===== src/design/pis_pkg.sv =====
// ============================================================================
// pis_pkg: shared types and constants of the PID integral separation block
// Field widths, register map, reset values and datapath widths.
// ============================================================================
package pis_pkg;

    // Input and output field widths
    localparam int ANGLE_W = 24;                // setpoint, measurement (Q16.8)
    localparam int DRIVE_W = 32;                // drive (Q24.8)

    // Configuration register widths
    localparam int GAIN_W  = 24;                // kp, ki, kd (unsigned Q10.14)
    localparam int LIMIT_W = 23;                // window and integral limit (unsigned Q15.8)

    // Datapath widths
    localparam int ERR_W   = ANGLE_W + 1;       // setpoint - measurement
    localparam int INT_W   = 24;                // integral state
    localparam int ACC_W   = ERR_W + 1;         // integral plus error, before clamp
    localparam int DIFF_W  = ERR_W + 1;         // error - previous error
    localparam int P_KP_W  = GAIN_W + 1 + ERR_W;
    localparam int P_KI_W  = GAIN_W + 1 + INT_W;
    localparam int P_KD_W  = GAIN_W + 1 + DIFF_W;
    localparam int SUM_W   = P_KD_W + 1;
    localparam int FRAC_W  = 14;                // gain fraction bits dropped at output
    localparam int SHR_W   = SUM_W - FRAC_W;    // rounded sum before saturation

    localparam logic signed [SUM_W-1:0] ROUND_HALF = SUM_W'(1) <<< (FRAC_W - 1);

    // APB register map
    localparam int PADDR_W = 5;
    localparam int PDATA_W = 32;

    typedef enum logic [2:0] {
        REG_KP     = 3'd0,
        REG_KI     = 3'd1,
        REG_KD     = 3'd2,
        REG_WINDOW = 3'd3,
        REG_LIMIT  = 3'd4
    } t_reg_idx;

    localparam logic [GAIN_W-1:0]  KP_RST     = 24'd147456;   // 9.0
    localparam logic [GAIN_W-1:0]  KI_RST     = 24'd492;      // about 0.03
    localparam logic [GAIN_W-1:0]  KD_RST     = 24'd5734400;  // 350.0
    localparam logic [LIMIT_W-1:0] WINDOW_RST = 23'd5120;     // 20.0
    localparam logic [LIMIT_W-1:0] LIMIT_RST  = 23'd384000;   // 1500.0

    typedef struct packed {
        logic [GAIN_W-1:0]  kp;
        logic [GAIN_W-1:0]  ki;
        logic [GAIN_W-1:0]  kd;
        logic [LIMIT_W-1:0] window;
        logic [LIMIT_W-1:0] limit;
    } t_cfg;

endpackage


===== src/design/pis_apb_regs.sv =====
// ============================================================================
// pis_apb_regs: configuration registers
// APB write/read of gains, integration window and integral limit.
// ============================================================================
module pis_apb_regs
    import pis_pkg::*;
(
    input  logic               i_clk,
    input  logic               i_rst_n,
    input  logic               psel,
    input  logic               penable,
    input  logic               pwrite,
    input  logic [PADDR_W-1:0] paddr,
    input  logic [PDATA_W-1:0] pwdata,
    output logic [PDATA_W-1:0] prdata,
    output logic               pready,
    output t_cfg               o_cfg
);
    t_cfg     r_cfg;
    t_reg_idx w_idx;
    logic     w_wr;

    assign w_idx  = t_reg_idx'(paddr[PADDR_W-1:2]);
    assign w_wr   = psel && penable && pwrite;
    assign pready = 1'b1;
    assign o_cfg  = r_cfg;

    always_ff @(posedge i_clk) begin
        if (!i_rst_n) begin
            r_cfg.kp     <= KP_RST;
            r_cfg.ki     <= KI_RST;
            r_cfg.kd     <= KD_RST;
            r_cfg.window <= WINDOW_RST;
            r_cfg.limit  <= LIMIT_RST;
        end else if (w_wr) begin
            unique case (w_idx)
                REG_KP:     r_cfg.kp     <= pwdata[GAIN_W-1:0];
                REG_KI:     r_cfg.ki     <= pwdata[GAIN_W-1:0];
                REG_KD:     r_cfg.kd     <= pwdata[GAIN_W-1:0];
                REG_WINDOW: r_cfg.window <= pwdata[LIMIT_W-1:0];
                REG_LIMIT:  r_cfg.limit  <= pwdata[LIMIT_W-1:0];
                default: ;
            endcase
        end
    end

    always_comb begin
        unique case (w_idx)
            REG_KP:     prdata = PDATA_W'(r_cfg.kp);
            REG_KI:     prdata = PDATA_W'(r_cfg.ki);
            REG_KD:     prdata = PDATA_W'(r_cfg.kd);
            REG_WINDOW: prdata = PDATA_W'(r_cfg.window);
            REG_LIMIT:  prdata = PDATA_W'(r_cfg.limit);
            default:    prdata = '0;
        endcase
    end
endmodule


===== config.mk =====
export PLATFORM = sky130hd
export DESIGN_NAME = pis_apb_regs
export DESIGN_NICKNAME = d
export VERILOG_FILES = /design/src/design/pis_pkg.sv /design/src/design/pis_apb_regs.sv
export SDC_FILE = /design/constraint.sdc
export NUM_CORES = 1
export LEC_CHECK = 0
export BUFFER_PORTS_ARGS = -buffer_cell sky130_fd_sc_hd__buf_2
export CAP_MARGIN = 10
export CORE_AREA = 2 2 128 130
export CTS_CLUSTER_DIAMETER = 100
export DETAILED_ROUTE_END_ITERATION = 6
export DIE_AREA = 0 0 130 132
export GPL_TIMING_DRIVEN = 0
export HOLD_SLACK_MARGIN = 0.08
export PLACE_DENSITY = 0.62
export RECOVER_POWER = 25
export REMOVE_ABC_BUFFERS = 1
export SKIP_LAST_GASP = 1
export SLEW_MARGIN = 20
export SYNTH_ARGS = -nofsm -noshare
export SYNTH_HDL_FRONTEND = slang
export SYNTH_SLANG_ARGS = --single-unit

===== constraint.sdc =====
create_clock -name i_clk -period 1.8 [get_ports i_clk]
set_input_delay 0.18 -clock i_clk [delete_from_list [all_inputs] [get_ports i_clk]]
set_output_delay 0.18 -clock i_clk [all_outputs]
set_load 0.02 [all_outputs]

==> flow_summary.ini, run 1 <==
[worst_setup_path]
cp-end-kind = output pin
crit_required_ns = 1.62
worstPathMaxFanout = 37
crit_arrival_ns = 1.50
start_kind = primary input
crit_type = in2out

[floorplanning]
dieArea_sq_mm = 0.0172
io_pins = 193
core-area_sq_mm = 0.0157
dieHeight_um = 132
rows = 46
initial_core_util = 0.347
die_w_um = 130

[drt]
viasPerCell = 4.94
routedWlPerCell_um = 17.1
ant_nets = 0
drt-total-wl_um = 16600
routed-via-count = 4805
drc = 0
drtIter0Drc = 299
first_pass_iters = 4

[grt]
antenna_found_initial = 0
grt_start_max_net_pins = 81
grt-ovfl-total = 0
gr-usage-all-layers = 0.191
grt_first_pass_wirelength_um = 25000
grt_pass1_vias = 4472

[timing]
tns_ns = 0
slew_headroom = 0.114
fin_skew_ns = 0
tightestPinTransition_ns = 1.33
fmax_mhz = 595
drv_slew = 0
timing.final.ws_setup_ns = 0.118
fin_crit_sh = 0.934
period_minus_slack_ns = 1.68
hold_viol_final = 0
setup_viol = 0
rsz0062_at_grt = false

[cts]
cts_made_buffers = 17
cts_tree = built
worst_skew_pair.late_latency_ns = 0.40
clockBufferDepth = 2
cts_root_buf = clkbuf_16
cts.clk_slew.worst_paths_ns = 0.05
cts_num_sinks = 118
htreeDepth = 4

[power]
power_density_mw_per_mm2 = 908
p_leak_nw = 3.09
ir_worst_vdd_mv = 0.563
totalPowerFinal_mw = 6.69

[place]
place_ws_ns = -0.845
dpl.hpwl_um = 10600
globalplace.congestion = 0.710
dp.cells = 915
io_buffers = 173
placed_cell_area_sq_mm = 0.00652

[worst_hold_path]
hold_class = in2reg

[yosys]
synth-seq-cells = 118
synth.distinct_cells = 27
synth_top_area_cell = dfxtp_1
synth_top_area_frac = 0.433
ys_seq_area_frac = 0.433
synth_area_sq_mm = 0.00545
ys_warn_count = 0
syn_inst = 564
syn_area_per_cell_sq_um = 9.67
synth_area_leaders = dfxtp_1 43%, mux2i_1 22%, nand2_1 8.3%

[layout]
finalInstanceArea_sq_mm = 0.00737
antennaDiodeCount = 0
finish.net_count = 785
final_cell_mix = 120 x mux2i_1, 120 x nand2_1, 118 x dfxtp_1, 111 x buf_2, 62 x clkbuf_1
drive_gt1_frac = 0.259
largest_reg_flops = 118
fin_cells = 972
area_growth_pct = 35.2
n_fill_cell = 1561

[status]
outcome = finished clean

[flow_run]
maxCapViolations = 0
==> power by group <==
| part | switching (mW) | internal (mW) |
|---|---|---|
| logic | 0.346 | 0.219 |
| registers | 0.0157 | 2.63 |
| clock network | 1.16 | 2.32 |
| total | 1.52 | 5.17 |
==> routing by layer <==
layer / track usage / vias up / wire [um]
met5: 0 / - / 0
met4: 0.0681 / 0 / 270
met3: 0.0418 / 20 / 912
met2: 0.295 / 179 / 7500
met1: 0.260 / 2290 / 7940
li1: - / 2316 / -
==> synthesized netlist by cell type <==
cell type  count
nor3b_1        2
nor2_1         2
nand4_1        1
nand4b_4       1
o31ai_1        1
nor2b_1       39
or3_1          2
nor2_2         1
mux2i_1      120
a22oi_1       44
inv_1          1
mux2_2        22
clkbuf_1      24
o2bb2ai_1      1
conb_1         2
buf_6          6
o21ai_0        1
buf_4         16
o21a_1         2
o211ai_1       1
buf_1          1
nand3b_1       1
nand2_1      120
dfxtp_1      118
nor3_1         1
buf_2         12
o22ai_1       22
==> stage by stage <==
stage	utilization	hold slack (ns)
after global placement	0.399	0.451
after global routing	0.469	0.150
after detailed placement	0.415	0.457
final	0.469	0.132
after CTS	0.473	0.116
after floorplan	-	0.269
==> final cells by class <==
| cell class | instances | area (sq um) | share of cell area |
|---|---|---|---|
| Multi-Input combinational cell | 394 | 2840 | 0.385 |
| Sequential cell | 118 | 2360 | 0.320 |
| Timing Repair Buffer | 211 | 1290 | 0.175 |
| Clock buffer | 24 | 492 | 0.0667 |
| Tap cell | 216 | 270 | 0.0367 |
| Clock inverter | 8 | 120 | 0.0163 |
| Inverter | 1 | 3.75 | 0.000509 |
==> timing repair <==
| item | in CTS | in global routing |
|---|---|---|
| pin swaps | 1 | 0 |
| gates resized for setup | 5 | 3 |
| endpoints found under the hold margin | 33 | 0 |
| buffers inserted | 7 | 0 |
| setup endpoints to repair | 94 | 21 |
| hold buffers | 17 | 0 |
| gates cloned | 1 | 0 |
==> kinds of logic after synthesis <==
group,after synthesis,synth area share
other cells,2,0.00138
buf+inv,60,0.0633
compound gates,72,0.0938
flops,118,0.433
mux,142,0.266
simple gates,170,0.143
==> path summary, 6_finish.rpt <==
path                  start        end  slack, ns  depth (start not counted)
setup / recovery   paddr[2]  prdata[0]       0.12                          6
hold / removal    pwdata[1]   o_cfg[1]       0.13                          3
setup reg to reg   o_cfg[6]   o_cfg[6]       1.10                          2
hold reg to reg   o_cfg[74]  o_cfg[74]       0.47                          2
==> critical path, cell delays in order <==
cell	delay (ns)
buf_6	0.38
nor2b_4	0.31
buf_12	0.15
a22oi_1	0.07
o22ai_1	0.17
buf_2	0.20
Power figures use the tool's default switching activity.
==> inputs of run 2 (changes only) <==
--- a/config.mk
+++ b/config.mk
@@ -7,13 +7,13 @@
 export LEC_CHECK = 0
 export BUFFER_PORTS_ARGS = -buffer_cell sky130_fd_sc_hd__buf_2
 export CAP_MARGIN = 10
-export CORE_AREA = 2 2 128 130
+export CORE_AREA = 2 2 96 121
 export CTS_CLUSTER_DIAMETER = 100
 export DETAILED_ROUTE_END_ITERATION = 6
-export DIE_AREA = 0 0 130 132
+export DIE_AREA = 0 0 98 123
 export GPL_TIMING_DRIVEN = 0
 export HOLD_SLACK_MARGIN = 0.08
-export PLACE_DENSITY = 0.62
+export PLACE_DENSITY = 0.83
 export RECOVER_POWER = 25
 export REMOVE_ABC_BUFFERS = 1
 export SKIP_LAST_GASP = 1
==> run 2 against run 1 <==
Maximum frequency grew 0.56%. Clock power shrank 7.8%. Global-route usage grew 7.6 points. Sequential share of layout area grew 0.93 points. Hold slack lost 0.046 ns. Die area shrank 30%. Core utilization grew 19 points.
==> flow_summary.ini, run 2 (synthesis results as in run 1) <==
[status]
outcome = finished clean

[worst_hold_path]
hold_class = in2reg
min-delay-start = pwdata[23]

[cts]
cts_made_buffers = 17
cts.clk_slew.worst_paths_ns = 0.05
htreeDepth = 4
worst_skew_pair.late_latency_ns = 0.40
clockBufferDepth = 2
cts_num_sinks = 118
cts_tree = built
cts_root_buf = clkbuf_16

[worst_setup_path]
r2r_setup_slack_ns = 1.10
worstPathMaxFanout = 31
critPathTopFamily = buffers and inverters
timing.rr.start = o_cfg[42]
max_stage_delay_ns = 0.39
endpoint = prdata[17]
rr_worst_depth = 2
crit_path_start = paddr[4]
r2r_end = o_cfg[42]
cp-end-kind = output pin
path_cells = buf_4 > nor2b_4 > buf_12 > a22oi_1 > o22ai_1 > buf_2
path_depth = 6
start_kind = primary input
critPathBufInv = 3
crit_required_ns = 1.62
crit_type = in2out
crit_arrival_ns = 1.49
critPathSlowestCell = buf_4

[grt]
grt_first_pass_wirelength_um = 25300
grt_start_max_net_pins = 84
antenna_found_initial = 0
grt_pass1_vias = 4874
grt-ovfl-total = 0
gr-usage-all-layers = 0.267

[timing]
tightestPinTransition_ns = 0.881
hold_viol_final = 0
setup_viol = 0
hold_ws_ns = 0.0857
tns_ns = 0
fin_crit_sh = 0.929
timing.final.ws_setup_ns = 0.128
drv_slew = 0
rsz0062_at_grt = false
period_minus_slack_ns = 1.67
slew_headroom = 0.412
fin_skew_ns = 0
fmax_mhz = 598

[drt]
routed-via-count = 5015
viasPerCell = 5.65
routedWlPerCell_um = 18.7
first_pass_iters = 5
ant_nets = 0
drtIter0Drc = 270
drt-total-wl_um = 16600
drc = 0

[power]
p_leak_nw = 3.01
ir_worst_vdd_mv = 0.554
power_density_mw_per_mm2 = 896
totalPowerFinal_mw = 6.42

[floorplanning]
initial_core_util = 0.499
dieArea_sq_mm = 0.0121
die_w_um = 98
rows = 43
dieHeight_um = 123
io_pins = 193
core-area_sq_mm = 0.0109

[layout]
drive_gt1_frac = 0.253
antennaDiodeCount = 0
finish.net_count = 784
multi_input_area_sq_mm = 0.00285
n_fill_cell = 946
area_growth_pct = 31.4
largest_reg_flops = 118
regArea_sq_mm = 0.00236
finalInstanceArea_sq_mm = 0.00717
final_cell_mix = 120 x mux2i_1, 120 x nand2_1, 118 x dfxtp_1, 105 x buf_2, 64 x clkbuf_1

[place]
placed_cell_area_sq_mm = 0.00637
place_ws_ns = -0.735
globalplace.congestion = 0.735
dpl.hpwl_um = 10300
io_buffers = 173

[flow_run]
maxCapViolations = 0
==> run 2: cell types whose count changed in the layout (fill, tap and decap cells not counted), sizes merged <==
cell / previous run / this run
buf: 135 / 128
bufinv: 3 / 2
clkinv: 3 / 5
clkinvlp: 2 / 3
dlygate4sd3: 17 / 16
nor2: 3 / 4
nor2b: 40 / 41
==> run 2: worst min-delay path by stage <==
stage | depth (start not counted) | slack (ns) | endpoint
after global routing | 3 | 0.08 | o_cfg[93]
after CTS | 3 | 0.08 | o_cfg[117]
after global placement | 2 | 0.45 | o_cfg[27]
after floorplan | 1 | 0.27 | o_cfg[11]
final | 3 | 0.09 | o_cfg[93]
after detailed placement | 3 | 0.46 | o_cfg[75]
==> run 2: worst register-to-register path, stage by stage, from the launching register on <==
cell     delay [ns]
dfxtp_1        0.38
nand2_1        0.09
mux2i_1        0.15
==> run 2: through the flow <==
stage          instances  utilization
4_1_cts              887        0.663
2_1_floorplan        512            -
3_3_place_gp         820        0.565
6_report             887        0.656
3_5_place_dp         831        0.583
5_1_grt              887        0.656
==> run 2: what timing repair did <==
action	4_1_cts	5_1_grt
setup buffers	8	0
hold buffers	16	0
pin swaps	1	0
cloned	3	0
setup endpoints to repair	68	25
gates resized for setup	6	2
hold endpoints to repair	19	0
==> run 2: final cells by class <==
cell class,instances,share of cell area
Inverter,1,0.000524
Tap cell,135,0.0236
Timing Repair Buffer,208,0.170
Multi-Input combinational cell,396,0.398
Sequential cell,118,0.330
Clock inverter,10,0.0150
Clock buffer,19,0.0632
==> run 2: power by group <==
group	switching, mW	internal [mW]
Clock	1.14	2.07
Sequential	0.0160	2.63
Combinational	0.345	0.209
Total	1.50	4.91
==> run 2: metal layers <==
| metal | vias to the layer above | track usage | routed length (um) |
|---|---|---|---|
| met2 | 236 | 0.479 | 8590 |
| met5 | - | 0 | 0 |
| met3 | 29 | 0.0503 | 979 |
| li1 | 2312 | - | - |
| met4 | 0 | 0.124 | 354 |
| met1 | 2438 | 0.307 | 6670 |
