[config.mk]
export PLATFORM = sky130hd
export DESIGN_NAME = pis_err_stage
export DESIGN_NICKNAME = d
export VERILOG_FILES = /design/src/design/pis_pkg.sv /design/src/design/pis_err_stage.sv
export SDC_FILE = /design/constraint.sdc
export NUM_CORES = 1
export LEC_CHECK = 0
export BUFFER_PORTS_ARGS = -buffer_cell sky130_fd_sc_hd__buf_2
export CAP_MARGIN = 15
export CELL_PAD_IN_SITES_DETAIL_PLACEMENT = 2
export CELL_PAD_IN_SITES_GLOBAL_PLACEMENT = 2
export CORE_MARGIN = 1
export CORE_UTILIZATION = 35
export CTS_CLUSTER_SIZE = 24
export DETAILED_ROUTE_END_ITERATION = 8
export HOLD_SLACK_MARGIN = 0.15
export PLACE_DENSITY_LB_ADDON = 0.1
export REMOVE_ABC_BUFFERS = 1
export SLEW_MARGIN = 20
export SYNTH_ARGS = -nofsm -noshare
export SYNTH_HDL_FRONTEND = slang
export SYNTH_SLANG_ARGS = --single-unit
export TNS_END_PERCENT = 10
[constraint.sdc]
create_clock -name i_clk -period 34 [get_ports i_clk]
set_input_delay 6.8 -clock i_clk [delete_from_list [all_inputs] [get_ports i_clk]]
set_output_delay 6.8 -clock i_clk [all_outputs]
set_load 0.01 [all_outputs]
[src/design/pis_pkg.sv]
// ============================================================================
// pis_pkg: shared types and constants of the PID integral separation block
// Field widths, register map, reset values and datapath widths.
// ============================================================================
package pis_pkg;

    // Input and output field widths
    localparam int ANGLE_W = 24;                // setpoint, measurement (Q16.8)
    localparam int DRIVE_W = 32;                // drive (Q24.8)

    // Configuration register widths
    localparam int GAIN_W  = 24;                // kp, ki, kd (unsigned Q10.14)
    localparam int LIMIT_W = 23;                // window and integral limit (unsigned Q15.8)

    // Datapath widths
    localparam int ERR_W   = ANGLE_W + 1;       // setpoint - measurement
    localparam int INT_W   = 24;                // integral state
    localparam int ACC_W   = ERR_W + 1;         // integral plus error, before clamp
    localparam int DIFF_W  = ERR_W + 1;         // error - previous error
    localparam int P_KP_W  = GAIN_W + 1 + ERR_W;
    localparam int P_KI_W  = GAIN_W + 1 + INT_W;
    localparam int P_KD_W  = GAIN_W + 1 + DIFF_W;
    localparam int SUM_W   = P_KD_W + 1;
    localparam int FRAC_W  = 14;                // gain fraction bits dropped at output
    localparam int SHR_W   = SUM_W - FRAC_W;    // rounded sum before saturation

    localparam logic signed [SUM_W-1:0] ROUND_HALF = SUM_W'(1) <<< (FRAC_W - 1);

    // APB register map
    localparam int PADDR_W = 5;
    localparam int PDATA_W = 32;

    typedef enum logic [2:0] {
        REG_KP     = 3'd0,
        REG_KI     = 3'd1,
        REG_KD     = 3'd2,
        REG_WINDOW = 3'd3,
        REG_LIMIT  = 3'd4
    } t_reg_idx;

    localparam logic [GAIN_W-1:0]  KP_RST     = 24'd147456;   // 9.0
    localparam logic [GAIN_W-1:0]  KI_RST     = 24'd492;      // about 0.03
    localparam logic [GAIN_W-1:0]  KD_RST     = 24'd5734400;  // 350.0
    localparam logic [LIMIT_W-1:0] WINDOW_RST = 23'd5120;     // 20.0
    localparam logic [LIMIT_W-1:0] LIMIT_RST  = 23'd384000;   // 1500.0

    typedef struct packed {
        logic [GAIN_W-1:0]  kp;
        logic [GAIN_W-1:0]  ki;
        logic [GAIN_W-1:0]  kd;
        logic [LIMIT_W-1:0] window;
        logic [LIMIT_W-1:0] limit;
    } t_cfg;

endpackage

[src/design/pis_err_stage.sv]
// ============================================================================
// pis_err_stage: error, integral and derivative difference
// Forms the error, updates the clamped integral and the previous error.
// ============================================================================
module pis_err_stage
    import pis_pkg::*;
(
    input  logic                      i_clk,
    input  logic                      i_rst_n,
    input  logic                      i_load,
    input  logic signed [ANGLE_W-1:0] i_setpoint,
    input  logic signed [ANGLE_W-1:0] i_measurement,
    input  logic                      i_hold,
    input  t_cfg                      i_cfg,
    output logic signed [ERR_W-1:0]   o_err,
    output logic signed [INT_W-1:0]   o_integral,
    output logic signed [DIFF_W-1:0]  o_diff
);
    logic signed [INT_W-1:0]  r_integral;
    logic signed [ERR_W-1:0]  r_prev_err;
    logic signed [ERR_W-1:0]  r_err;
    logic signed [DIFF_W-1:0] r_diff;

    logic signed [ERR_W-1:0]  w_err;
    logic        [ERR_W-1:0]  w_mag;
    logic                     w_integrate;
    logic signed [ACC_W-1:0]  w_acc;
    logic signed [ACC_W-1:0]  w_lim;
    logic signed [INT_W-1:0]  n_integral;

    assign w_err = ERR_W'(i_setpoint) - ERR_W'(i_measurement);
    assign w_mag = w_err[ERR_W-1] ? ERR_W'(-w_err) : ERR_W'(w_err);
    assign w_integrate = !i_hold && (w_mag < ERR_W'(i_cfg.window));
    assign w_acc = ACC_W'(r_integral) + (w_integrate ? ACC_W'(w_err) : ACC_W'(0));
    assign w_lim = $signed(ACC_W'(i_cfg.limit));

    // Clamp to the symmetric limit on every item
    always_comb begin
        if (w_acc > w_lim) begin
            n_integral = INT_W'(w_lim);
        end else if (w_acc < -w_lim) begin
            n_integral = INT_W'(-w_lim);
        end else begin
            n_integral = INT_W'(w_acc);
        end
    end

    always_ff @(posedge i_clk) begin
        if (!i_rst_n) begin
            r_integral <= '0;
            r_prev_err <= '0;
        end else if (i_load) begin
            r_integral <= n_integral;
            r_prev_err <= w_err;
        end
    end

    always_ff @(posedge i_clk) begin
        if (i_load) begin
            r_err  <= w_err;
            r_diff <= DIFF_W'(w_err) - DIFF_W'(r_prev_err);
        end
    end

    assign o_err      = r_err;
    assign o_integral = r_integral;
    assign o_diff     = r_diff;
endmodule

==> results of run 1 <==
## sequential cells by signal, summed over array words and instances (netlist names)
register	count
o_diff	26
r_prev_err	25
o_err	25
o_integral	24
## synth_stat cells (23+ instances only)
cell and instances:
inv_1 159, ha_1 143, mux2i_1 33, a21o_1 31
nand3_1 42, edfxtp_1 51, nor3_1 32, xnor2_1 73
dfxtp_1 49, nand4_1 23, o21ai_0 78, nor2b_1 32
nand2_1 76, nor2_1 99, a21oi_1 75
## worst max-delay path: cells and delay by family
family / cells / cell delay (ns)
fa+ha+maj: 5 / 1.48
buf+inv: 3 / 0.34
xor+xnor: 3 / 0.84
mux: 2 / 0.52
simple gates: 9 / 2.99
compound gates: 19 / 6.12
## layer usage
metal  vias to the layer above  track usage, %  share of wire, %
met4                         0            8.66               3.0
li1                       4968               -                 -
met2                       144            42.8                50
met5                         -               0                 0
met1                      4878            28.8                45
met3                        47            2.22               2.1
## cell families after synthesis
| group | Yosys count | share of synthesized area [%] |
|---|---|---|
| simple gates | 380 | 18.3 |
| compound gates | 334 | 20.9 |
| xor+xnor | 94 | 7.89 |
| mux | 49 | 4.78 |
| fa+ha+maj | 148 | 17.5 |
| flops | 100 | 23.5 |
| buf+inv | 193 | 6.99 |
## area by class of cell
class	instances	area [um^2]	share of cell area, %
inverters	161	604	4.93
clock buffers	9	225	1.84
multi-input cells	1005	7420	60.5
flip-flops and latches	100	2510	20.5
repair buffers	180	923	7.53
well taps	390	488	3.98
clock inverters	7	83.8	0.684
## final timing paths
| kind | startpoint | to | slack [ns] | cells past startpoint |
|---|---|---|---|---|
| setup / recovery | i_setpoint[0] | o_integral[19] | 15.12 | 41 |
| hold / removal | r_prev_err[7] | r_prev_err[7] | 0.49 | 1 |
| setup reg to reg | o_integral[1] | o_integral[19] | 27.66 | 18 |
| hold reg to reg | r_prev_err[7] | r_prev_err[7] | 0.49 | 1 |
## report_power, final
part	switching, mW	total (mW)	internal (mW)
clock network	0.0568	0.116	0.0588
registers	0.0211	0.188	0.167
logic	0.326	0.553	0.226
==> out/metrics.yaml, run 1 <==
cts:
  cts_buffer_depth: 2
  cts_tree: "done"
  ctsHoldBuffers: 0
  numCtsBuffers: 9
  worstSkewPairLatency_ns: 0.37
  cts_setup_buffers: 0
  cts-resized-gates: 0
  htree_levels: 3
  clkSinkCount: 100
  root_buffer: "clkbuf_16"
  clkTransAtPathRegs_ns: 0.09
final_layout:
  final_util_pct: 41.1
  area_growth_pct: 14.9
  final_common_cell: "buf_2"
  drive_gt1_share_pct: 16.6
  layout.nets: 1773
  fillers: 3470
  diodes: 0
  layout_common_cells: "buf_2, inv_1, ha_1, nor2_1, o21ai_0"
  final_cells: 1852
  finish.instance_area_um2: 12300
sta:
  rsz0062_at_grt: "no"
  fin_crit_ns: 18.88
  post-route-worst-setup-slack_ns: 15.12
  hold_ws_ns: 0.488
  slew_headroom_pct: 42.6
  post-route-period-util_pct: 55.5
  worstMarginPinSlew_ns: 0.855
  drv_slew: 0
  fin_skew_ns: 0.0122
  setup_viol: 0
  fmax_mhz: 53.0
  hold_violations: 0
  tns_ns: 0
drt:
  vias_per_cell: 5.42
  wire_per_inst_um: 19.4
  drt_iter0_markers: 273
  antenna_left: 0
  drc: 0
  routed_wirelength_um: 35900
  via_count: 10037
  first_pass_iters: 4
synthesis:
  synth_largest_area_cell: "ha_1"
  syn_inst: 1298
  synth_edf_count: 51
  yosysTopAreaCellShare_pct: 16.8
  async_flop_share_pct: 0
  yosysUniqueCellTypes: 84
  yosysSeqAreaShare_pct: 23.5
  synthTopCellsByArea: "ha_1, edfxtp_1, dfxtp_1"
  synth.ff_latch_count: 100
  synth_area_um2: 10700
  synth_area_per_cell_um2: 8.22
  synthFlopType: "edfxtp_1"
  yosys_warnings: 0
placement:
  dp_slack_ns: 14.64
  place_area_um2: 12000
  dp_hpwl_um: 29300
  gp_congestion: 0.923
  io_buffers: 172
  place_inst: 1836
status:
  status: "finished clean"
power_and_ir_drop:
  p_leak_nw: 5.80
  power_per_cell_area_nw_per_um2: 69.8
  finalPower_mw: 0.856
  ir_worst_vdd_v: 0.0000458
run:
  drv_cap: 0
floorplan:
  die_area_um2: 31200
  rows: 63
  die-width_um: 177
  initial_core_util_pct: 35.8
  ios: 245
  fp.dieH_um: 177
  coreArea_um2: 29800
global_routing:
  grt_pass1_wl_um: 57100
  first_global_vias: 10831
  antenna_found_initial: 0
  grt_overflow_total: 0
  track_usage_pct: 23.6
  grt_start_max_net_pins: 57
critical_path:
  critPathRequiredTime_ns: 34.24
  crit_fanout: 28
  start_kind: "input pin"
  critPathKind: "in -> reg"
  cp_slowest_stage_delay_ns: 0.62
  cp_slowest_cell: "o41ai_1"
  cp-end-kind: "flip-flop"
  crit_arrival_ns: 19.11
worst_hold_path:
  hp-class: "reg -> reg"
No activity file was read; power rests on OpenSTA's default activity.
==> run 2, diff against run 1 <==
--- a/config.mk
+++ b/config.mk
@@ -10,7 +10,7 @@
 export CELL_PAD_IN_SITES_DETAIL_PLACEMENT = 2
 export CELL_PAD_IN_SITES_GLOBAL_PLACEMENT = 2
 export CORE_MARGIN = 1
-export CORE_UTILIZATION = 35
+export CORE_UTILIZATION = 32
 export CTS_CLUSTER_SIZE = 24
 export DETAILED_ROUTE_END_ITERATION = 8
 export HOLD_SLACK_MARGIN = 0.15
==> constraint.sdc (replaced) <==
create_clock -name i_clk -period 17.63 [get_ports i_clk]
set_input_delay 3.526 -clock i_clk [delete_from_list [all_inputs] [get_ports i_clk]]
set_output_delay 3.526 -clock i_clk [all_outputs]
set_load 0.01 [all_outputs]
==> run 2 against run 1 <==
  * Via count is 0.30% lower
  * Worst hold slack better by 0.010 ns
  * Cell area is 0.54% higher
  * Global-route usage is 1.6 points lower
  * Cell count is 2.9% higher
  * Power is 93% higher
  * Register-to-register slack worse by 16 ns
  * Clock power is 92% higher
  * Count of clock-buffer cells in the layout is 1 higher
  * Non-clock buffer count is 1 higher
  * Critical endpoint is now o_integral[18]
  * First-iteration DRC count is 1.5% lower
  * Largest cell class unchanged
  * Critical path depth is 1 higher
==> out/metrics.yaml, run 2 (synthesis results as in run 1) <==
power_and_ir_drop:
  clockPowerShare_pct: 13.5  # about the same
  p_int_mw: 0.869  # was 0.452 mW
  p_leak_nw: 5.79  # was 5.80 nW
  pwr-share-comb_pct: 64.4  # was 64.6%
  power.share.sequential_pct: 22.1  # was 21.9%
  power_per_cell_area_nw_per_um2: 134  # was 69.8 nW/um^2
  switching_share_pct: 47.3  # was 47.2%
  ir_worst_vdd_v: 0.0000763  # was 0.0000458 V
  p_sw_mw: 0.780  # was 0.404 mW
  finalPower_mw: 1.65  # was 0.856 mW
final_layout:
  drive_gt1_share_pct: 16.6  # about the same
  layout.nets: 1774  # was 1773
  fillers: 3881  # was 3470
  area_growth_pct: 15.5  # was 14.9%
  largest_reg_flops: 26  # unchanged
  layout_common_cells: "buf_2, inv_1, ha_1, nor2_1, o21ai_0"  # unchanged
  final_cells: 1906  # was 1852
  final_util_pct: 37.7  # was 41.1%
  finish.instance_area_um2: 12300  # about the same
  regArea_um2: 2510  # unchanged
  final_common_cell: "buf_2"  # unchanged
  multi_input_area_um2: 7420  # unchanged
floorplan:
  rows: 66  # was 63
  ios: 245  # unchanged
  coreArea_um2: 32700  # was 29800 um^2
  die_area_um2: 34100  # was 31200 um^2
  initial_core_util_pct: 32.6  # was 35.8%
  die-width_um: 185  # was 177 um
  fp.dieH_um: 185  # was 177 um
cts:
  clkTransAtPathRegs_ns: 0.09  # about the same
  cts-resized-gates: 0  # unchanged
  cts_buffer_depth: 2  # unchanged
  root_buffer: "clkbuf_16"  # unchanged
  htree_levels: 3  # unchanged
  ctsHoldBuffers: 0  # unchanged
  cts_setup_buffers: 0  # unchanged
  worstSkewPairLatency_ns: 0.39  # was 0.37 ns
  numCtsBuffers: 9  # unchanged
  cts_tree: "done"  # unchanged
  clkSinkCount: 100  # unchanged
critical_path:
  critPathRequiredTime_ns: 17.88  # was 34.24 ns
  endpoint: "o_integral[18]"  # was o_integral[19]
  crit_fanout: 28  # unchanged
  r2r.worst_path.cells: 19  # was 18
  cp_slowest_cell: "o41ai_1"  # unchanged
  cp-end-kind: "flip-flop"  # unchanged
  crit_arrival_ns: 15.77  # was 19.11 ns
  rr_endpoint: "o_integral[18]"  # was o_integral[19]
  crit_start: "i_setpoint[0]"  # unchanged
  critPathKind: "in -> reg"  # unchanged
  cp_slowest_stage_delay_ns: 0.65  # was 0.62 ns
  worstReg2RegStart: "o_integral[1]"  # unchanged
  regToRegSetupSlack_ns: 11.45  # was 27.66 ns
  start_kind: "input pin"  # unchanged
drt:
  vias_per_cell: 5.25  # was 5.42
  antenna_left: 0  # unchanged
  drt_iter0_markers: 269  # was 273
  drc: 0  # unchanged
  wire_per_inst_um: 19.2  # was 19.4 um
  routed_wirelength_um: 36600  # was 35900 um
  first_pass_iters: 7  # was 4
  via_count: 10007  # was 10037
global_routing:
  grt_overflow_total: 0  # unchanged
  track_usage_pct: 22.0  # was 23.6%
  grt_pass1_wl_um: 57800  # was 57100 um
  antenna_found_initial: 1  # was 0
  first_global_vias: 10664  # was 10831
  grt_start_max_net_pins: 87  # was 57
sta:
  hold_violations: 0  # unchanged
  slew_headroom_pct: 31.3  # was 42.6%
  fin_crit_ns: 15.51
  post-route-worst-setup-slack_ns: 2.12  # was 15.12 ns
  fmax_mhz: 64.5
  fin_skew_ns: 0.0136  # was 0.0122 ns
  post-route-period-util_pct: 88.0
  worstMarginPinSlew_ns: 1.03  # was 0.855 ns
  rsz0062_at_grt: "no"  # unchanged
  tns_ns: 0  # unchanged
  drv_slew: 0  # unchanged
  hold_ws_ns: 0.498  # was 0.488 ns
  setup_viol: 0  # unchanged
worst_hold_path:
  worstHoldStart: "r_prev_err[0]"  # was r_prev_err[7]
  hp-class: "reg -> reg"  # unchanged
  whs_path_depth: 1  # unchanged
placement:
  dp_hpwl_um: 30200  # was 29300 um
  dp_slack_ns: 1.60  # was 14.64 ns
  io_buffers: 172  # unchanged
  gp_congestion: 0.877  # was 0.923
  place_area_um2: 12000  # about the same
  place_inst: 1889  # was 1836
status:
  status: "finished clean"  # unchanged
run:
  drv_cap: 0  # unchanged
## run 2: how the worst min path moves through the flow
stage / slack [ns] / endpoint
floorplan: 0.45 / r_prev_err[1]
global placement: 0.46 / r_prev_err[23]
detailed placement: 0.48 / r_prev_err[0]
CTS: 0.50 / r_prev_err[0]
global route: 0.52 / r_prev_err[0]
finish: 0.50 / r_prev_err[0]
## run 2: metal layers
metal	track usage (%)	vias to the layer above	wire, um
met5	0	-	0
met4	6.57	0	685
met3	1.78	23	677
met2	39.9	127	18400
met1	27.5	4880	16900
li1	-	4977	-
## run 2: final cells by class
type / instances / share of cell area, %
Antenna cell: 1 / 0.0203
Clock buffer: 10 / 1.86
Clock inverter: 6 / 0.579
Inverter: 161 / 4.90
Multi-Input combinational cell: 1005 / 60.2
Sequential cell: 100 / 20.4
Tap cell: 442 / 4.49
Timing Repair Buffer: 181 / 7.55
## run 2: worst max-delay path: cells and delay by family
family                   cells  cell delay [ns]
AO/OA/AOI/OAI               18             5.77
XOR/XNOR                     3             0.84
adder cells (fa/ha/maj)      5             1.49
buffers and inverters        3             0.35
multiplexers                 3             0.58
AND/OR/NAND/NOR             10             3.13
## run 2: power by group through the flow
| stage | registers, mW | clock network (mW) | logic, mW |
|---|---|---|---|
| 3_5_place_dp | 0.371 | 0 | 1.07 |
| 4_1_cts | 0.366 | 0.230 | 1.08 |
| 6_report | 0.364 | 0.223 | 1.06 |
| 3_3_place_gp | 0.368 | 0 | 1.03 |
| 5_1_grt | 0.372 | 0.237 | 1.18 |
| 2_1_floorplan | 0.384 | 0 | 0.701 |
