===== config.mk =====
export PLATFORM = sky130hd
export DESIGN_NAME = pis_out_stage
export DESIGN_NICKNAME = d
export VERILOG_FILES = /design/src/design/pis_pkg.sv /design/src/design/pis_out_stage.sv
export SDC_FILE = /design/constraint.sdc
export NUM_CORES = 1
export LEC_CHECK = 0
export BUFFER_PORTS_ARGS = -buffer_cell sky130_fd_sc_hd__buf_2
export CAP_MARGIN = 20
export CELL_PAD_IN_SITES_DETAIL_PLACEMENT = 0
export CELL_PAD_IN_SITES_GLOBAL_PLACEMENT = 1
export CORE_ASPECT_RATIO = 0.9
export CORE_UTILIZATION = 36
export CTS_BUF_LIST = sky130_fd_sc_hd__clkbuf_8 sky130_fd_sc_hd__clkbuf_16
export CTS_CLUSTER_DIAMETER = 200
export DETAILED_ROUTE_END_ITERATION = 16
export PLACE_DENSITY = 0.86
export SLEW_MARGIN = 20
export SYNTH_ARGS = -nofsm -noshare
export SYNTH_HDL_FRONTEND = slang
export SYNTH_SLANG_ARGS = --single-unit

===== constraint.sdc =====
create_clock -name i_clk -period 1.7 [get_ports i_clk]
set_input_delay 0.34 -clock i_clk [delete_from_list [all_inputs] [get_ports i_clk]]
set_output_delay 0.34 -clock i_clk [all_outputs]
set_load 0.1 [all_outputs]

===== src/design/pis_pkg.sv =====
// ============================================================================
// pis_pkg: shared types and constants of the PID integral separation block
// Field widths, register map, reset values and datapath widths.
// ============================================================================
package pis_pkg;

    // Input and output field widths
    localparam int ANGLE_W = 24;                // setpoint, measurement (Q16.8)
    localparam int DRIVE_W = 32;                // drive (Q24.8)

    // Configuration register widths
    localparam int GAIN_W  = 24;                // kp, ki, kd (unsigned Q10.14)
    localparam int LIMIT_W = 23;                // window and integral limit (unsigned Q15.8)

    // Datapath widths
    localparam int ERR_W   = ANGLE_W + 1;       // setpoint - measurement
    localparam int INT_W   = 24;                // integral state
    localparam int ACC_W   = ERR_W + 1;         // integral plus error, before clamp
    localparam int DIFF_W  = ERR_W + 1;         // error - previous error
    localparam int P_KP_W  = GAIN_W + 1 + ERR_W;
    localparam int P_KI_W  = GAIN_W + 1 + INT_W;
    localparam int P_KD_W  = GAIN_W + 1 + DIFF_W;
    localparam int SUM_W   = P_KD_W + 1;
    localparam int FRAC_W  = 14;                // gain fraction bits dropped at output
    localparam int SHR_W   = SUM_W - FRAC_W;    // rounded sum before saturation

    localparam logic signed [SUM_W-1:0] ROUND_HALF = SUM_W'(1) <<< (FRAC_W - 1);

    // APB register map
    localparam int PADDR_W = 5;
    localparam int PDATA_W = 32;

    typedef enum logic [2:0] {
        REG_KP     = 3'd0,
        REG_KI     = 3'd1,
        REG_KD     = 3'd2,
        REG_WINDOW = 3'd3,
        REG_LIMIT  = 3'd4
    } t_reg_idx;

    localparam logic [GAIN_W-1:0]  KP_RST     = 24'd147456;   // 9.0
    localparam logic [GAIN_W-1:0]  KI_RST     = 24'd492;      // about 0.03
    localparam logic [GAIN_W-1:0]  KD_RST     = 24'd5734400;  // 350.0
    localparam logic [LIMIT_W-1:0] WINDOW_RST = 23'd5120;     // 20.0
    localparam logic [LIMIT_W-1:0] LIMIT_RST  = 23'd384000;   // 1500.0

    typedef struct packed {
        logic [GAIN_W-1:0]  kp;
        logic [GAIN_W-1:0]  ki;
        logic [GAIN_W-1:0]  kd;
        logic [LIMIT_W-1:0] window;
        logic [LIMIT_W-1:0] limit;
    } t_cfg;

endpackage


===== src/design/pis_out_stage.sv =====
// ============================================================================
// pis_out_stage: scale and saturate
// Drops the gain fraction and saturates the drive to 32 bits.
// ============================================================================
module pis_out_stage
    import pis_pkg::*;
(
    input  logic                      i_clk,
    input  logic                      i_load,
    input  logic signed [SUM_W-1:0]   i_sum,
    output logic signed [DRIVE_W-1:0] o_drive
);
    logic signed [DRIVE_W-1:0] r_drive;
    logic signed [SHR_W-1:0]   w_shr;
    logic                      w_fits;
    logic signed [DRIVE_W-1:0] n_drive;

    // Arithmetic shift gives the floor of the half-biased sum
    assign w_shr  = i_sum[SUM_W-1:FRAC_W];
    assign w_fits = (w_shr[SHR_W-1:DRIVE_W-1] == '0) || (w_shr[SHR_W-1:DRIVE_W-1] == '1);

    always_comb begin
        if (w_fits) begin
            n_drive = w_shr[DRIVE_W-1:0];
        end else if (w_shr[SHR_W-1]) begin
            n_drive = {1'b1, {(DRIVE_W-1){1'b0}}};
        end else begin
            n_drive = {1'b0, {(DRIVE_W-1){1'b1}}};
        end
    end

    always_ff @(posedge i_clk) begin
        if (i_load) begin
            r_drive <= n_drive;
        end
    end

    assign o_drive = r_drive;
endmodule


==> impl_results.md, run 1 <==
- Hold WS: 0.3677 ns
- YS warnings: 0
- Count leader, synth: edfxtp_1
- Fin. max-slew vios: 0
- Synth Flop Type: edfxtp_1
- Routed via count: roughly 1300
- First-pass DRT Iterations: 7
- Drt total wl: between 4000 and 5000 um
- H-tree depth: 2
- Crit path DAT: approximately 1.5 ns
- Remaining Overflow, GRT: 0
- Setup repair after global routing missed its margin: no
- Max reg flops: 32
- Number of buffers created by CTS: 5
- Synthesis-to-finish area growth: 26.59%
- Reg clk slew, reported paths: roughly 0.070 ns
- # setup viols final: 0
- Final period util: between 80% and 90%
- Maximum root-to-sink buffer count: 2
- Leakage: about 0.74 nW
- Row cnt: 23
- Initial Util: around 39%
- CP Capture Type: register
- #FFs+latches synth: 32
- Synth Cell Area: 1774 um2
- Sw frac: between 40 and 50%
- Area contributors post-synth: edfxtp_1 (54%), nor4_2 (19%), o2bb2ai_1 (15%)
- Total power: 0.002194 W
- Final Net Count: 235
- Total GRT Usage: between 15 and 20%
- Sequential power share: 43.6%
- Final Hold Fails: 0
- Width of the die: around 76 um
- Post-cts resize count: 0
- VDD IR-drop max: between 0.3 and 0.4 mV
- Slew @ Worst Pin: roughly 0.75 ns
- Post-synth ARST share: 0%
- Syn Inst Count: roughly 120
- Clk pwr share: between 20% and 30%
- Height of the die: slightly below 70 um
- Switching pwr: 0.0008800 W
- Run status: completed
- DRC: 0
- Hold Crit Class: in -> reg
- Drt wl/cell: approximately 17 um
- Synthesized area per cell: 15.43 um2
- Initial antenna violation count: 0
- Initial drt markers: 58
- Core Area: around 4600 um2
- Synth top cells by count: edfxtp_1 (32), o2bb2ai_1 (31), nor4_2 (27), clkbuf_1 (7), buf_6 (4)
- Post-route ant nets: 0
- Post-CTS Setup Inserts: 0
- EDFF count, synth: 32
- Root Buffer: clkbuf_8
- Clk sinks: 32
- Pint: 0.001314 W
- Number of max-cap violations: 0
- N_diodes: 0
- Register area share after synthesis: between 50 and 60%
- Leading area contributor after synthesis: edfxtp_1
- First-pass GRT wire length: 6879 um
- Syn_nets: 169
- Largest net degree at the start of global routing: 33
- FMAX: around 680 MHz
- Post-CTS Hold Buffers: 0
- Worst-path maximum fanout: 10
- PortBufs: 71
- Area of the die: between 5000 and 6000 um2
- Crit path time final: about 1.5 ns
- Ports: 86
- Post-synth top area share: ~54%
- Count of cell types in the netlist: 13
- Startpoint type of the worst setup path: input pin
- Max-slew headroom: 49.92%
- Vias in the first global route: around 1400
- Layout cells sized above 1: a little over three fifths
- Dpl hpwl: about 2800 um
- Gate power share: between 30% and 40%
- DR vias/cell: 5.305
- Worst EP required: 1.71 ns
- CTS tree: done
- WS Path Type: in -> reg
- Pwr Density: 976.9 nW/um2
- GPL Wtd Cong: around 0.68
==> worst paths after layout <==
check	from	end	slack, ns	depth (start not counted)
setup / recovery	i_sum[47]	o_drive[11]	0.23	5
hold / removal	i_sum[44]	o_drive[30]	0.37	2
==> layout make-up <==
| class | count | area (um2) |
|---|---|---|
| fillers | 421 | 2359 |
| flip-flops and latches | 32 | 960.9 |
| multi-input cells | 66 | 711.9 |
| repair buffers | 76 | 417.9 |
| well taps | 62 | 77.57 |
| clock buffers | 5 | 68.82 |
| clock inverters | 2 | 8.758 |
==> logic make-up (layout without fill, tap and decap cells) <==
| family | Yosys count | after routing | synth area share (%) |
|---|---|---|---|
| simple gates | 35 | 35 | 24.40 |
| flops | 32 | 32 | 54.16 |
| compound gates | 31 | 31 | 15.30 |
| buf+inv | 17 | 83 | 6.135 |
==> stage by stage <==
step,utilization (%),setup WS (ns),TNS (ns),instances,cell area (um2)
floorplan,-,0.1054,0,115,1774
global placement,46.98,-0.1104,-3.101,236,2163
detailed placement,47.09,-0.07320,-0.7461,236,2168
CTS,48.78,0.2242,0,243,2246
global route,48.78,0.1603,0,243,2246
finish,48.78,0.2279,0,243,2246
==> per-layer routing <==
layer  vias up  routed length (um)  GRT usage (%)
met1       614                1840          20.46
met5         -                   0              0
met2        50                2048          31.82
met3         5                 211          5.263
met4         0                  44          5.769
li1        620                   -              -
==> placed cells by master (no fill, tap or decap), drive strengths merged <==
cell type / count
buf: 76
clkbuf: 5
clkinv: 1
edfxtp: 32
inv: 1
nand2: 1
nand4: 1
nor2: 1
nor4: 31
o2bb2ai: 31
or4: 1
==> critical path, stage by stage <==
cell and delay [ns]:
buf_2 0.11, or4_4 0.55, buf_4 0.21, nor4_2 0.17, o2bb2ai_1 0.11
==> power groups by stage <==
stage	combinational, W	sequential, W	clock, W
floorplan	0.0000876	0.00144	0
global placement	0.000695	0.000970	0
CTS	0.000705	0.000957	0.000549
finish	0.000703	0.000956	0.000535
global route	0.000726	0.000963	0.000586
detailed placement	0.000705	0.000973	0
Power figures use the tool's default switching activity.
==> inputs of run 2 (changes only) <==
--- a/config.mk
+++ b/config.mk
@@ -9,7 +9,6 @@
 export CAP_MARGIN = 20
 export CELL_PAD_IN_SITES_DETAIL_PLACEMENT = 0
 export CELL_PAD_IN_SITES_GLOBAL_PLACEMENT = 1
-export CORE_ASPECT_RATIO = 0.9
 export CORE_UTILIZATION = 36
 export CTS_BUF_LIST = sky130_fd_sc_hd__clkbuf_8 sky130_fd_sc_hd__clkbuf_16
 export CTS_CLUSTER_DIAMETER = 200
==> run 2 against run 1 <==
  * Utilization increased by 0.12 points
  * Combinational power increased by 1%
  * Non-clock buffer count increased by 3
  * Cell area increased by 2.8%
  * Maximum frequency increased by 0.93%
  * Sequential share of layout area decreased by 1.2 points
  * Via count increased by 0.93%
  * Clock power increased by 1%
  * Total power increased by 0.68%
  * Largest cell class unchanged
  * Routed wire length decreased by 8.1%
  * The flow now finishes with violations (DRC)
==> impl_results.md, run 2 (same netlist as run 1, synthesis figures left out) <==
- Pwr Density: 956.4 nW/um2 (-2.1%)
- Hold Crit Start: i_sum[27]
- DR vias/cell: 5.163 (-2.7%)
- First-pass DRT Iterations: 9 (+2)
- Crit path DAT: 1.48 ns (about the same)
- Filler Cells Inserted: 436 (+3.6%)
- Setup ws final: 0.2416 ns (+0.01363 ns)
- Max-slew headroom: 66.36% (+16 points)
- Number of max-cap violations: 0 (unchanged)
- Largest net degree at the start of global routing: 33 (unchanged)
- Most common cell after layout, fill and taps aside: buf_2
- Worst-path maximum fanout: 20 (+10)
- Root Buffer: clkbuf_8
- Post-route ant nets: 0 (unchanged)
- VDD IR-drop max: 0.4373 mV (+18%)
- Initial drt markers: 60 (+3.4%)
- # setup viols final: 0 (unchanged)
- Hold WS: 0.3653 ns (-0.002353 ns)
- Worst Hold Depth: 2 (unchanged)
- Slowest CP cell: or4_4
- PortBufs: 71 (unchanged)
- DRC: 2 (+2)
- Synthesis-to-finish area growth: 30.18%
- Reg clk slew, reported paths: 0.06 ns (about the same)
- Layout cells sized above 1: 62.70% (-0.28 points)
- Area of the die: 5213 um2 (about the same)
- Final Net Count: 238 (+1.3%)
- WS Path Type: in -> reg
- Maximum root-to-sink buffer count: 2 (unchanged)
- Post-cts resize count: 0 (unchanged)
- Multi-input gate area: 706.9 um2 (-0.70%)
- GPL Wtd Cong: 0.6283 (-7.5%)
- Ports: 86 (unchanged)
- Slowest stage delay, CP: 0.58 ns (+0.03 ns)
- Remaining Overflow, GRT: 0 (unchanged)
- First-pass GRT wire length: 6065 um (-12%)
- Final period util: 85.79% (-0.80 points)
- FF/Latch Area: 960.9 um2 (unchanged)
- Width of the die: 72.20 um (-5.0%)
- Commonest cells after routing, fill and taps aside: buf_2 (71), edfxtp_1 (32), o2bb2ai_1 (31)
- Hold Crit Class: in -> reg
- Post-CTS Hold Buffers: 0 (unchanged)
- Crit path time final: 1.458 ns (-0.01363 ns)
- Worst slack, placed: -0.04022 ns (+0.03299 ns)
- FMAX: 685.7 MHz (+0.93%)
- CTS tree: done
- Run status: finished, violations left
- Setup repair after global routing missed its margin: no
- Slew @ Worst Pin: 0.5081 ns (-0.2412 ns)
- Height of the die: 72.20 um (+5.2%)
- Max reg flops: 32 (unchanged)
- Post-CTS Setup Inserts: 0 (unchanged)
- Final Hold Fails: 0 (unchanged)
- Row cnt: 25 (+8.7%)
- Total GRT Usage: 15.43% (-2.1 points)
- Startpoint type of the worst setup path: input pin
- Drt total wl: 3808 um (-8.1%)
- Leakage: 0.7757 nW (+4.5%)
- Worst EP required: 1.72 ns (about the same)
- H-tree depth: 2 (unchanged)
- Core Area: 4723 um2 (+2.6%)
- CP Capture Type: register
- Clk sinks: 32 (unchanged)
- Drt wl/cell: 15.11 um (-11%)
- CP cell instances: buf_2, or4_4, buf_12, nor4_2, o2bb2ai_1
- N_diodes: 0 (unchanged)
- Total power: 0.002209 W (+0.68%)
- Number of buffers created by CTS: 5 (unchanged)
- Dpl hpwl: 2543 um (-8.7%)
- Routed via count: 1301 (+0.93%)
- Fin. max-slew vios: 0 (unchanged)
- Failing checks: DRC
- Initial antenna violation count: 0 (unchanged)
- Vias in the first global route: 1250 (-10%)
- Hold Path Sink: o_drive[13]
- Initial Util: 37.56% (-0.97 points)
run 2: final cells by class:
| cell class | instances | area share (%) |
|---|---|---|
| clock buffer | 5 | 2.979 |
| clock inverter | 3 | 0.4875 |
| multi-input combinational | 66 | 30.61 |
| sequential | 32 | 41.60 |
| tap | 67 | 3.629 |
| timing repair buffer | 79 | 20.69 |
run 2: power breakdown:
| part | internal, W | switching [W] | total (W) |
|---|---|---|---|
| Clock | 0.000273 | 0.000268 | 0.000541 |
| Combinational | 0.000113 | 0.000599 | 0.000713 |
| Sequential | 0.000940 | 0.0000152 | 0.000955 |
run 2: critical path, delay by kind of cell:
kind                   cells  cell delay, ns
AO/OA/AOI/OAI              1            0.11
buffers and inverters      2            0.29
AND/OR/NAND/NOR            2            0.73
run 2: per-stage QoR:
step	area, um2	std cells	util, %	setup TNS, ns
final	2310	252	48.90	0
after CTS	2310	252	48.90	0
after global routing	2310	252	48.90	0
after detailed placement	2230	244	47.21	-0.4251
after global placement	2230	244	47.21	-0.1405
after floorplan	1774	115	-	0
run 2: routing by layer:
layer | vias to the layer above | global-route usage [%] | wire, um
met5 | - | 0 | 0
met4 | 0 | 5.664 | 51
met3 | 6 | 6.389 | 293
met2 | 50 | 23.26 | 1817
met1 | 617 | 19.86 | 1647
li1 | 628 | - | -
run 2: worst max-delay path by stage:
| stage | startpoint | to | slack [ns] | cells after the start |
|---|---|---|---|---|
| after floorplan | i_sum[47] | o_drive[0] | 0.11 | 5 |
| after global routing | i_sum[47] | o_drive[14] | 0.18 | 5 |
| after global placement | i_sum[47] | o_drive[11] | -0.02 | 5 |
| after detailed placement | i_sum[47] | o_drive[29] | -0.04 | 5 |
| after CTS | i_sum[47] | o_drive[29] | 0.25 | 5 |
| final | i_sum[47] | o_drive[29] | 0.24 | 5 |
==> inputs of run 3 (changes only) <==
--- a/config.mk
+++ b/config.mk
@@ -8,12 +8,13 @@
 export BUFFER_PORTS_ARGS = -buffer_cell sky130_fd_sc_hd__buf_2
 export CAP_MARGIN = 20
 export CELL_PAD_IN_SITES_DETAIL_PLACEMENT = 0
-export CELL_PAD_IN_SITES_GLOBAL_PLACEMENT = 1
-export CORE_UTILIZATION = 36
+export CELL_PAD_IN_SITES_GLOBAL_PLACEMENT = 2
+export CORE_UTILIZATION = 29
 export CTS_BUF_LIST = sky130_fd_sc_hd__clkbuf_8 sky130_fd_sc_hd__clkbuf_16
 export CTS_CLUSTER_DIAMETER = 200
 export DETAILED_ROUTE_END_ITERATION = 16
-export PLACE_DENSITY = 0.86
+export PLACE_DENSITY = 0.85
+export SKIP_LAST_GASP = 1
 export SLEW_MARGIN = 20
 export SYNTH_ARGS = -nofsm -noshare
 export SYNTH_HDL_FRONTEND = slang
==> run 3 against run 2 <==
  * The run now ends clean
  * Via count rose by 2.8%
  * Total power is 0.58% higher
  * Clock power is 3% higher
  * Final cell count is 2.8% higher
  * Critical path depth unchanged
  * Cell area is 0.22% higher
  * Global-route usage shrank 2.4 points
  * Maximum frequency is 0.34% higher
  * Non-clock buffer count down 1
  * Sequential power barely moved
  * Worst setup slack better by 0.0049 ns
  * Largest cell class unchanged
  * Largest power group unchanged
==> impl_results.md, run 3 (same netlist as run 1, synthesis figures left out) <==
- Run status: completed
- Post-cts resize count: 0 (unchanged)
- Ports: 86 (unchanged)
- Initial antenna violation count: 0 (unchanged)
- Dpl hpwl: 2720 um (+6.9%)
- Family with the most delay on the worst path: simple AND/OR/NAND/NOR gates
- Post-route ant nets: 0 (unchanged)
- Filler Cells Inserted: 583 (+34%)
- Leakage: 0.7687 nW (-0.90%)
- CP bufs+invs: 2 (unchanged)
- # setup viols final: 0 (unchanged)
- Max-slew headroom: 59.49% (-6.9 points)
- Setup_tns: 0 ns (unchanged)
- Maximum root-to-sink buffer count: 2 (unchanged)
- GPL Wtd Cong: 0.6311 (+0.45%)
- CP Capture Type: register
- Core Area: 5921 um2 (+25%)
- Final Net Count: 237 (-0.42%)
- Initial drt markers: 41 (-32%)
- Row cnt: 28 (+12%)
- Drt total wl: 3998 um (+5.0%)
- PortBufs: 71 (unchanged)
- Hold Path Sink: o_drive[30]
- Synthesis-to-finish area growth: 30.47%
- Final period util: 85.50% (-0.29 points)
- Hold Crit Start: i_sum[44]
- Worst Hold Depth: 2 (unchanged)
- Initial Util: 29.97% (-7.6 points)
- FF/Latch Area: 960.9 um2 (unchanged)
- First-pass DRT Iterations: 4 (-5)
- Remaining Overflow, GRT: 0 (unchanged)
- First-pass GRT wire length: 6258 um (+3.2%)
- Crit path DAT: 1.47 ns (about the same)
- Commonest cells after routing, fill and taps aside: buf_2 (71), edfxtp_1 (32), o2bb2ai_1 (31)
- Max reg flops: 32 (unchanged)
- Post-CTS Setup Inserts: 0 (unchanged)
- Worst-path maximum fanout: 22 (+10%)
- Final core utilization: 39.10% (-9.8 points)
- Fin. max-slew vios: 0 (unchanged)
- Placed cell area: 2232 um2 (+0.11%)
- Number of max-cap violations: 0 (unchanged)
- Final Hold Fails: 0 (unchanged)
- Root Buffer: clkbuf_8
- VDD IR-drop max: 0.5426 mV (+24%)
- Post-route non-filler standard cell count: 259 (+2.8%)
- Layout cells sized above 1: 63.59% (+0.88 points)
- Slew @ Worst Pin: 0.6076 ns (+0.09948 ns)
- Clk sinks: 32 (unchanged)
- Setup repair after global routing missed its margin: no
- DRC: 0 (-2)
- WS Path Type: in -> reg
- Final instance area: 2315 um2 (+0.22%)
- Area of the die: 6434 um2 (+23%)
- H-tree depth: 2 (unchanged)
- Total GRT Usage: 13.01% (-2.4 points)
- Reg clk slew, reported paths: 0.07 ns (about the same)
- CTS tree: done
- Most common cell after layout, fill and taps aside: buf_2
- CP cell instances: buf_2, or4_4, buf_12, nor4_2, o2bb2ai_1
- Crit path time final: 1.454 ns (-0.004906 ns)
- Drt wl/cell: 15.44 um (+2.2%)
- N_diodes: 0 (unchanged)
- Width of the die: 80.22 um (+11%)
- Cell count after placement: 251 (+2.9%)
- Height of the die: 80.22 um (+11%)
- Slowest CP cell: or4_4
- Multi-input gate area: 706.9 um2 (unchanged)
- Slowest stage delay, CP: 0.57 ns (about the same)
- Vias in the first global route: 1208 (-3.4%)
- FMAX: 688.0 MHz (+0.34%)
- Total power: 0.002222 W (+0.58%)
- Worst EP required: 1.71 ns (about the same)
- Largest net degree at the start of global routing: 33 (unchanged)
- DR vias/cell: 5.162 (about the same)
- Routed via count: 1337 (+2.8%)
- Hold Crit Class: in -> reg
- Number of buffers created by CTS: 5 (unchanged)
- Startpoint type of the worst setup path: input pin
- Pwr Density: 959.8 nW/um2 (+0.36%)
- Post-CTS Hold Buffers: 0 (unchanged)
-- run 3: cell types whose count changed in the layout (fill, tap and decap cells not counted), sizes merged --
cell,delta
buf,-1
clkinv,+2
inv,-2
-- run 3: stage by stage --
step / setup slack, ns / hold slack, ns
3_3_place_gp: -0.03835 / 0.6402
4_1_cts: 0.2512 / 0.3478
2_1_floorplan: 0.1054 / 0.4525
6_report: 0.2465 / 0.3586
5_1_grt: 0.1568 / 0.3503
3_5_place_dp: -0.06005 / 0.6449
-- run 3: area by class of cell --
type	instances	share of cell area [%]
clock buffers	5	2.973
clock inverters	3	0.5946
repair buffers	78	20.32
well taps	75	4.054
multi-input cells	66	30.54
flip-flops and latches	32	41.51
-- run 3: how the worst max path moves through the flow --
stage	from	to	slack (ns)	depth (start not counted)
detailed placement	i_sum[47]	o_drive[21]	-0.06	5
global route	i_sum[47]	o_drive[14]	0.16	5
finish	i_sum[47]	o_drive[21]	0.25	5
floorplan	i_sum[47]	o_drive[0]	0.11	5
CTS	i_sum[47]	o_drive[21]	0.25	5
global placement	i_sum[47]	o_drive[21]	-0.04	5
-- run 3: routing by layer --
layer	GRT usage (%)	part of all wire (%)	vias up
li1	-	-	631
met1	17.95	48	643
met2	18.46	42	57
met3	5.682	8.7	6
met4	3.214	0.90	0
met5	0	0	-
-- run 3: power by group --
part	switching [W]	leakage (nW)	total, W	internal, W
logic	0.000601	0.410	0.000711	0.000110
clock network	0.000278	0.0453	0.000555	0.000277
registers	0.0000157	0.313	0.000956	0.000940
